--- src/sliding_window_max_top_macros.svh ---
// assertion macros shared by the sliding window maximum block
`ifndef SLIDING_WINDOW_MAX_TOP_MACROS_SVH
`define SLIDING_WINDOW_MAX_TOP_MACROS_SVH

// same-cycle implication
`define SWM_ASSERT_IMP(label, clk, rst_n, ante, cons) \
    label: assert property (@(posedge clk) disable iff (!rst_n) (ante) |-> (cons)) \
        else $error("swm assertion failed");

// next-cycle implication
`define SWM_ASSERT_NXT(label, clk, rst_n, ante, cons) \
    label: assert property (@(posedge clk) disable iff (!rst_n) (ante) |=> (cons)) \
        else $error("swm assertion failed");

`endif

--- src/swm_pkg.sv ---
// ----------------------------------------------------------------------------
// swm_pkg
// shared widths, controller states and control/status bundles of the
// sliding window maximum block
// ----------------------------------------------------------------------------
package swm_pkg;

    localparam int DATA_W         = 32;
    localparam int POS_W          = 16;
    localparam int WS_W           = 7;
    localparam int WINDOW_MAX_DEF = 64;

    typedef enum logic [1:0] {
        ST_IDLE,
        ST_FRONT,
        ST_BACK,
        ST_PUSH
    } state_t;

    typedef struct packed {
        logic accept;
        logic rd_en;
        logic rd_front;
        logic drop_front;
        logic drop_back;
        logic keep_front;
        logic push;
    } cmd_t;

    typedef struct packed {
        logic cnt_zero;
        logic cnt_one;
        logic front_expired;
        logic back_not_greater;
        logic out_free;
    } status_t;

endpackage

--- src/sliding_window_max_top.sv ---
// ----------------------------------------------------------------------------
// sliding_window_max_top
// running maximum over the most recent window_size signed samples
// ----------------------------------------------------------------------------
// input channel: in_valid / in_stall with sample_value and last_sample; one
//   transfer per sample. last_sample ends the sequence and clears the deque,
//   position and fill count after that sample is processed.
// output channel: out_valid / out_stall with window_max; one transfer per
//   sample once window_size samples of the sequence have arrived, none before.
// config: cfg_wr_en / cfg_wr_data write window_size (0 acts as 1, values above
//   WINDOW_MAX act as WINDOW_MAX); write only while the block is idle.
// sequence: an input transfer on an empty deque goes straight to the push;
//   else the front scan reads each expired candidate and the first live one,
//   the back scan each dropped candidate and the first greater one, and then
//   the sample is pushed and its result registered.
// throughput: a new sample is accepted only once the block is idle after the
//   push; each candidate is dropped once; the single read port of the
//   candidate ram serializes the front and back checks.
// stall: the finished result sits in an output register; the next sample is
//   accepted and scanned meanwhile, and the block holds before its push until
//   the result register is free.
// reset: window_size returns to 1, the deque and counters empty, no result.
// ----------------------------------------------------------------------------
module sliding_window_max_top #(
    parameter int WINDOW_MAX = swm_pkg::WINDOW_MAX_DEF
) (
    input  logic                              clk,
    input  logic                              rst_n,
    input  logic                              cfg_wr_en,
    input  logic [swm_pkg::WS_W-1:0]          cfg_wr_data,
    input  logic                              in_valid,
    output logic                              in_stall,
    input  logic signed [swm_pkg::DATA_W-1:0] sample_value,
    input  logic                              last_sample,
    output logic                              out_valid,
    input  logic                              out_stall,
    output logic signed [swm_pkg::DATA_W-1:0] window_max
);

    swm_pkg::cmd_t    cmd;
    swm_pkg::status_t status;

    swm_ctrl u_ctrl (
        .clk      (clk),
        .rst_n    (rst_n),
        .in_valid (in_valid),
        .in_stall (in_stall),
        .status   (status),
        .cmd      (cmd)
    );

    swm_datapath #(
        .WINDOW_MAX (WINDOW_MAX)
    ) u_datapath (
        .clk          (clk),
        .rst_n        (rst_n),
        .cfg_wr_en    (cfg_wr_en),
        .cfg_wr_data  (cfg_wr_data),
        .sample_value (sample_value),
        .last_sample  (last_sample),
        .out_valid    (out_valid),
        .out_stall    (out_stall),
        .window_max   (window_max),
        .cmd          (cmd),
        .status       (status)
    );

endmodule

--- src/swm_ram.sv ---
// ----------------------------------------------------------------------------
// swm_ram
// generic single-write, single-read ram with registered read data
// ----------------------------------------------------------------------------
module swm_ram #(
    parameter int WIDTH = 8,
    parameter int DEPTH = 16
) (
    input  logic                     clk,
    input  logic                     wr_en,
    input  logic [$clog2(DEPTH)-1:0] wr_addr,
    input  logic [WIDTH-1:0]         wr_data,
    input  logic                     rd_en,
    input  logic [$clog2(DEPTH)-1:0] rd_addr,
    output logic [WIDTH-1:0]         rd_data
);

    logic [WIDTH-1:0] mem [DEPTH];
    logic [WIDTH-1:0] rd_data_reg;

    always_ff @(posedge clk)
    begin
        if (wr_en)
        begin
            mem[wr_addr] <= wr_data;
        end
        if (rd_en)
        begin
            rd_data_reg <= mem[rd_addr];
        end
    end

    assign rd_data = rd_data_reg;

endmodule

--- src/swm_ctrl.sv ---
// ----------------------------------------------------------------------------
// swm_ctrl
// sequencer: front expiry scan, back pruning scan, then push and result
// ----------------------------------------------------------------------------
module swm_ctrl (
    input  logic             clk,
    input  logic             rst_n,
    input  logic             in_valid,
    output logic             in_stall,
    input  swm_pkg::status_t status,
    output swm_pkg::cmd_t    cmd
);

    swm_pkg::state_t state_reg;
    swm_pkg::state_t state_next;

    always_ff @(posedge clk or negedge rst_n)
    begin
        if (!rst_n)
        begin
            state_reg <= swm_pkg::ST_IDLE;
        end
        else
        begin
            state_reg <= state_next;
        end
    end

    always_comb
    begin
        state_next = state_reg;
        cmd        = '0;
        case (state_reg)
            swm_pkg::ST_IDLE:
            begin
                if (in_valid)
                begin
                    cmd.accept = 1'b1;
                    if (status.cnt_zero)
                    begin
                        state_next = swm_pkg::ST_PUSH;
                    end
                    else
                    begin
                        cmd.rd_en    = 1'b1;
                        cmd.rd_front = 1'b1;
                        state_next   = swm_pkg::ST_FRONT;
                    end
                end
            end
            swm_pkg::ST_FRONT:
            begin
                if (status.front_expired)
                begin
                    cmd.drop_front = 1'b1;
                    if (status.cnt_one)
                    begin
                        state_next = swm_pkg::ST_PUSH;
                    end
                    else
                    begin
                        cmd.rd_en    = 1'b1;
                        cmd.rd_front = 1'b1;
                    end
                end
                else
                begin
                    cmd.keep_front = 1'b1;
                    cmd.rd_en      = 1'b1;
                    state_next     = swm_pkg::ST_BACK;
                end
            end
            swm_pkg::ST_BACK:
            begin
                if (status.back_not_greater)
                begin
                    cmd.drop_back = 1'b1;
                    if (status.cnt_one)
                    begin
                        state_next = swm_pkg::ST_PUSH;
                    end
                    else
                    begin
                        cmd.rd_en = 1'b1;
                    end
                end
                else
                begin
                    state_next = swm_pkg::ST_PUSH;
                end
            end
            swm_pkg::ST_PUSH:
            begin
                if (status.out_free)
                begin
                    cmd.push   = 1'b1;
                    state_next = swm_pkg::ST_IDLE;
                end
            end
            default:
            begin
                state_next = swm_pkg::ST_IDLE;
            end
        endcase
    end

    assign in_stall = (state_reg != swm_pkg::ST_IDLE);

endmodule

--- src/swm_datapath.sv ---
// ----------------------------------------------------------------------------
// swm_datapath
// candidate deque (ram plus pointers), sequence counters, window size
// register and output register
// ----------------------------------------------------------------------------
`include "sliding_window_max_top_macros.svh"

module swm_datapath #(
    parameter int WINDOW_MAX = swm_pkg::WINDOW_MAX_DEF
) (
    input  logic                             clk,
    input  logic                             rst_n,
    input  logic                             cfg_wr_en,
    input  logic [swm_pkg::WS_W-1:0]         cfg_wr_data,
    input  logic signed [swm_pkg::DATA_W-1:0] sample_value,
    input  logic                             last_sample,
    output logic                             out_valid,
    input  logic                             out_stall,
    output logic signed [swm_pkg::DATA_W-1:0] window_max,
    input  swm_pkg::cmd_t                    cmd,
    output swm_pkg::status_t                 status
);

    localparam int PTR_W = $clog2(WINDOW_MAX);
    localparam int CNT_W = $clog2(WINDOW_MAX + 1);
    localparam int ENT_W = swm_pkg::POS_W + swm_pkg::DATA_W;
    localparam logic [PTR_W-1:0] LAST_SLOT = PTR_W'(WINDOW_MAX - 1);

    function automatic logic [PTR_W-1:0] next_slot(input logic [PTR_W-1:0] p);
        return (p == LAST_SLOT) ? '0 : p + 1'b1;
    endfunction

    function automatic logic [PTR_W-1:0] prev_slot(input logic [PTR_W-1:0] p);
        return (p == '0) ? LAST_SLOT : p - 1'b1;
    endfunction

    logic [swm_pkg::WS_W-1:0]          ws_reg, ws_next;
    logic [PTR_W-1:0]                  front_reg, front_next;
    logic [PTR_W-1:0]                  back_reg, back_next;
    logic [CNT_W-1:0]                  count_reg, count_next;
    logic [swm_pkg::POS_W-1:0]         pos_reg, pos_next;
    logic [swm_pkg::WS_W-1:0]          filled_reg, filled_next;
    logic                              out_valid_reg, out_valid_next;
    logic signed [swm_pkg::DATA_W-1:0] val_reg, val_next;
    logic                              last_reg, last_next;
    logic signed [swm_pkg::DATA_W-1:0] front_val_reg, front_val_next;
    logic signed [swm_pkg::DATA_W-1:0] out_data_reg, out_data_next;

    logic [swm_pkg::WS_W-1:0]          k;
    logic [swm_pkg::WS_W-1:0]          filled_inc;
    logic                              emit;
    logic [ENT_W-1:0]                  rd_data;
    logic [ENT_W-1:0]                  wr_data;
    logic [PTR_W-1:0]                  rd_addr;
    logic signed [swm_pkg::DATA_W-1:0] rd_val;
    logic [swm_pkg::POS_W-1:0]         rd_pos;
    logic [swm_pkg::POS_W-1:0]         age;
    logic [PTR_W-1:0]                  front_step;
    logic [PTR_W-1:0]                  back_step;

    // effective window size
    always_comb
    begin
        if (ws_reg == '0)
        begin
            k = swm_pkg::WS_W'(1);
        end
        else if (int'(ws_reg) > WINDOW_MAX)
        begin
            k = swm_pkg::WS_W'(WINDOW_MAX);
        end
        else
        begin
            k = ws_reg;
        end
    end

    assign rd_val  = rd_data[swm_pkg::DATA_W-1:0];
    assign rd_pos  = rd_data[ENT_W-1:swm_pkg::DATA_W];
    assign age     = pos_reg - rd_pos;
    assign wr_data = {pos_reg, val_reg};

    assign status.cnt_zero         = (count_reg == '0);
    assign status.cnt_one          = (count_reg == CNT_W'(1));
    assign status.front_expired    = (age >= swm_pkg::POS_W'(k));
    assign status.back_not_greater = !(rd_val > val_reg);
    assign status.out_free         = !out_valid_reg || !out_stall;

    assign front_step = cmd.drop_front ? next_slot(front_reg) : front_reg;
    assign back_step  = cmd.drop_back  ? prev_slot(back_reg)  : back_reg;
    assign rd_addr    = cmd.rd_front   ? front_step : prev_slot(back_step);

    assign filled_inc = (filled_reg < k) ? filled_reg + 1'b1 : k;
    assign emit       = (filled_inc >= k);

    always_comb
    begin
        ws_next        = cfg_wr_en ? cfg_wr_data : ws_reg;
        front_next     = front_step;
        back_next      = back_step;
        count_next     = count_reg;
        pos_next       = pos_reg;
        filled_next    = filled_reg;
        out_valid_next = out_valid_reg && out_stall;
        val_next       = cmd.accept ? sample_value : val_reg;
        last_next      = cmd.accept ? last_sample : last_reg;
        front_val_next = cmd.keep_front ? rd_val : front_val_reg;
        out_data_next  = out_data_reg;
        if (cmd.drop_front || cmd.drop_back)
        begin
            count_next = count_reg - 1'b1;
        end
        if (cmd.push)
        begin
            out_valid_next = emit;
            out_data_next  = status.cnt_zero ? val_reg : front_val_reg;
            if (last_reg)
            begin
                front_next  = '0;
                back_next   = '0;
                count_next  = '0;
                pos_next    = '0;
                filled_next = '0;
            end
            else
            begin
                back_next   = next_slot(back_reg);
                count_next  = count_reg + 1'b1;
                pos_next    = pos_reg + 1'b1;
                filled_next = filled_inc;
            end
        end
    end

    always_ff @(posedge clk or negedge rst_n)
    begin
        if (!rst_n)
        begin
            ws_reg        <= swm_pkg::WS_W'(1);
            front_reg     <= '0;
            back_reg      <= '0;
            count_reg     <= '0;
            pos_reg       <= '0;
            filled_reg    <= '0;
            out_valid_reg <= 1'b0;
        end
        else
        begin
            ws_reg        <= ws_next;
            front_reg     <= front_next;
            back_reg      <= back_next;
            count_reg     <= count_next;
            pos_reg       <= pos_next;
            filled_reg    <= filled_next;
            out_valid_reg <= out_valid_next;
        end
    end

    always_ff @(posedge clk)
    begin
        val_reg       <= val_next;
        last_reg      <= last_next;
        front_val_reg <= front_val_next;
        out_data_reg  <= out_data_next;
    end

    swm_ram #(
        .WIDTH (ENT_W),
        .DEPTH (WINDOW_MAX)
    ) u_cand_ram (
        .clk     (clk),
        .wr_en   (cmd.push),
        .wr_addr (back_reg),
        .wr_data (wr_data),
        .rd_en   (cmd.rd_en),
        .rd_addr (rd_addr),
        .rd_data (rd_data)
    );

    assign out_valid  = out_valid_reg;
    assign window_max = out_data_reg;

    `SWM_ASSERT_IMP(a_no_pop_empty, clk, rst_n, cmd.drop_front || cmd.drop_back, count_reg != '0)
    `SWM_ASSERT_IMP(a_no_overflow, clk, rst_n, cmd.push, int'(count_reg) < WINDOW_MAX)
    `SWM_ASSERT_IMP(a_push_out_free, clk, rst_n, cmd.push, status.out_free)
    `SWM_ASSERT_NXT(a_last_clears, clk, rst_n, cmd.push && last_reg,
        count_reg == '0 && pos_reg == '0 && filled_reg == '0)

endmodule
--- config.mk ---
export PLATFORM = sky130hd
export DESIGN_NAME = sliding_window_max_top
export DESIGN_NICKNAME = d
export VERILOG_FILES = /design/src/swm_pkg.sv /design/src/sliding_window_max_top.sv /design/src/swm_ram.sv /design/src/swm_ctrl.sv /design/src/swm_datapath.sv
export VERILOG_INCLUDE_DIRS = /design/src /design/src/src
export SDC_FILE = /design/constraint.sdc
export NUM_CORES = 2
export LEC_CHECK = 0
export ABC_AREA = 0
export BUFFER_PORTS_ARGS = -buffer_cell sky130_fd_sc_hd__buf_4
export CAP_MARGIN = 40
export CORE_ASPECT_RATIO = 0.9
export CORE_MARGIN = 2
export CORE_UTILIZATION = 50
export DETAILED_ROUTE_END_ITERATION = 7
export HOLD_SLACK_MARGIN = 0.03
export PLACE_DENSITY = 0.66
export SYNTH_ARGS = -nofsm -noshare
export SYNTH_HDL_FRONTEND = slang
export SYNTH_SLANG_ARGS = --single-unit
export TNS_END_PERCENT = 1
--- constraint.sdc ---
create_clock -name clk -period 8.95 [get_ports clk]
set_input_delay 0.4475 -clock clk [delete_from_list [all_inputs] [get_ports clk]]
set_output_delay 0.4475 -clock clk [all_outputs]
set_load 0.02 [all_outputs]
==> metrics <==
post-synthesis mux area share=2.34%; number of flip-flops in the largest register=3,072; area delta synth->final=14.2%; commonest cells after routing, fill and taps aside=3,217 x edfxtp_1, 2,236 x nand2_1, 948 x nand3_1; Initial DRT Pass Iterations=8; HP Class=input pin to async pin; Filler cells=19,726; CP arrival=8450 ps; Final Hold Fails=0; via count=between 80,000 and 90,000; Synth Warn #=0; die width=543 um; Max Buffers Root-to-Sink=4; H-tree depth=5; Remaining DRCs=0; Reg clk slew, reported paths=approximately 60 ps; post-synth top area cell=edfxtp_1; # rows=177; max-cap viol count=0; CTS tree=yes; global placement routability congestion=0.916; post-synthesis xor/xnor area fraction=0.201%; share of Yosys cell area claimed by the top area cell type=roughly three quarters; Clock Sinks=between 3,000 and 4,000; clk_lat worst skew=990 ps; CTS buffer count=338; Remaining Overflow, GRT=0; synth unique cells=82; unrepaired setup endpoints after global routing=false; Primary FF master, synth=edfxtp_1; WL/cell=33.2 um; critical path class=flip-flop to flip-flop; Worst setup EP type=flip-flop; Final Critical Period=roughly 8000 ps; Clock Skew=77.6 ps; cts repair resizes=0; Required @ worst endpoint=9430 ps; # setup viols final=0; die height=around 490 um; Post-Syn Instances=9,364; first-pass GRT wire length=just over 600 mm; Post-DRT Antenna Nets=0; total track usage=32.7%; status=completed; Setup TNS=0 ps; number of synthesized flops with an enable pin=3,217; FMAX=125 MHz; Starting Density=50.4%; root buffer cell=clkbuf_16; CP Max Fanout=50; Iter 0 DRT Violations=15,611; worst hold slack=138 ps; die area=265,000 um2; most common cell after layout, fill and taps aside=edfxtp_1; largest net degree at the start of global routing=147; I/O Buffers=78; vias in the first global route=81,559; Vias/cell=6.60; ratio of cells with drive above 1 in the final layout=a little under an eighth; crit start category=flip-flop; worst reg2reg path depth=23; Synth Area in Compound Gates=7.44%; routed wire length=439 mm; largest family of logic cells by synthesized area=simple AND/OR/NAND/NOR gates; Worst-Margin Slew=1150 ps; top area cells in the synthesized netlist=edfxtp_1 74%, nand2_1 6.5%, nand3_1 3.6%; final layout net count=9,716; Seq/Total Area, Yosys=75.0%; Seq cells post-synth=~3,300; Boundary Pins=79; post-DP HPWL=250 mm; simple logic cell fraction of the synthesized area=11.7%; syn nets=~9,500; R2R setup slack=980 ps; Tcrit/Tclk final=about nine tenths; initial antenna violation count=22; Slew HR=23.5%; Adder-Cell Fraction of Synth Area=less than 1%; syn avg cell area=13.9 um2; Mapped Area=about 130,000 um2; asr flop ratio synth=1.59%; core area=259,000 um2; max-slew violation count=0
worst max-delay path, stage by stage (launching register included):
cell       delay [ps]
dfrtp_2           400
inv_1              60
ha_1              180
inv_1              70
fa_1              420
a21o_1            220
a221o_1           380
xor2_1            170
ha_1              190
a221oi_1          240
o2111ai_1         150
nor4_1            350
o2111ai_1         240
or4_1             820
a211oi_4          460
a21o_4            440
buf_12            290
buf_12            370
buf_4             310
mux4_2            530
a2111o_1          420
o311ai_0          100
buf_4             180
nand4_1           430
Yosys cell counts, drive strengths merged (17+ instances only):
cell / count
a2111oi: 75
o22ai: 83
a32oi: 17
or4: 39
o21ai: 108
nand4: 36
mux4: 93
a311oi: 171
clkbuf: 410
a31oi: 119
nand2: 2243
nand3: 948
a21oi: 412
buf: 222
mux2: 18
a21o: 17
a22oi: 25
nor3: 52
edfxtp: 3217
a221o: 44
dfrtp: 51
ha: 77
a221oi: 25
nor2: 160
mux2i: 75
o2111ai: 18
and3: 47
a211oi: 192
inv: 157
cells by family (layout without fill, tap and decap cells):
| kind of cell | Yosys count | count (layout) |
|---|---|---|
| simple gates | 3598 | 3598 |
| flops | 3269 | 3269 |
| compound gates | 1413 | 1413 |
| buf+inv | 790 | 1269 |
| mux | 186 | 186 |
| fa+ha+maj | 78 | 78 |
| xor+xnor | 30 | 30 |
| other cells | 0 | 5 |
metrics by stage:
| step | area (um2) | std cells | setup slack [ps] | util (%) |
|---|---|---|---|---|
| after global placement | 137000 | 12541 | 978 | 52.7 |
| after CTS | 149000 | 13243 | 1080 | 57.5 |
| after detailed placement | 138000 | 12601 | 1120 | 53.2 |
| final | 149000 | 13249 | 977 | 57.5 |
| after global routing | 149000 | 13245 | 700 | 57.5 |
| after floorplan | 130000 | 9364 | 2550 | - |
metal layers:
| layer | share of wire [%] | vias to the layer above | track usage (%) |
|---|---|---|---|
| met5 | 0.0075 | - | 0 |
| met4 | 5.5 | 6 | 15.7 |
| li1 | - | 35847 | - |
| met2 | 43 | 6866 | 47.6 |
| met1 | 36 | 43496 | 44.7 |
| met3 | 15 | 1215 | 10.5 |
cell type report:
type	instances	area, um2	area share (%)
flip-flops and latches	3269	97900	65.7
inverters	158	593	0.398
multi-input cells	5305	30100	20.2
well taps	3401	4260	2.85
clock inverters	170	1620	1.09
clock buffers	420	8960	6.01
repair buffers	521	5680	3.81
diodes	5	12.5	0.00839
worst paths after layout:
check	start	endpoint
max	u_datapath.pos_reg[0]	u_datapath.u_cand_ram.rd_data[37]
min	rst_n	u_datapath.pos_reg[12]
max reg2reg	u_datapath.pos_reg[0]	u_datapath.u_cand_ram.rd_data[37]
min reg2reg	u_datapath.val_reg[26]	u_datapath.u_cand_ram.mem[62][26]
max in group asynchronous	rst_n	u_datapath.pos_reg[5]
min in group clk	sample_value[4]	u_datapath.val_reg[4]
timing repair:
action,CTS,global route
hold endpoints to repair,96,0
hold buffers,52,0
setup buffers,0,0
Power is not shown: default switching activity piles up to over one toggle a cycle in this logic, so the estimate is an artifact.
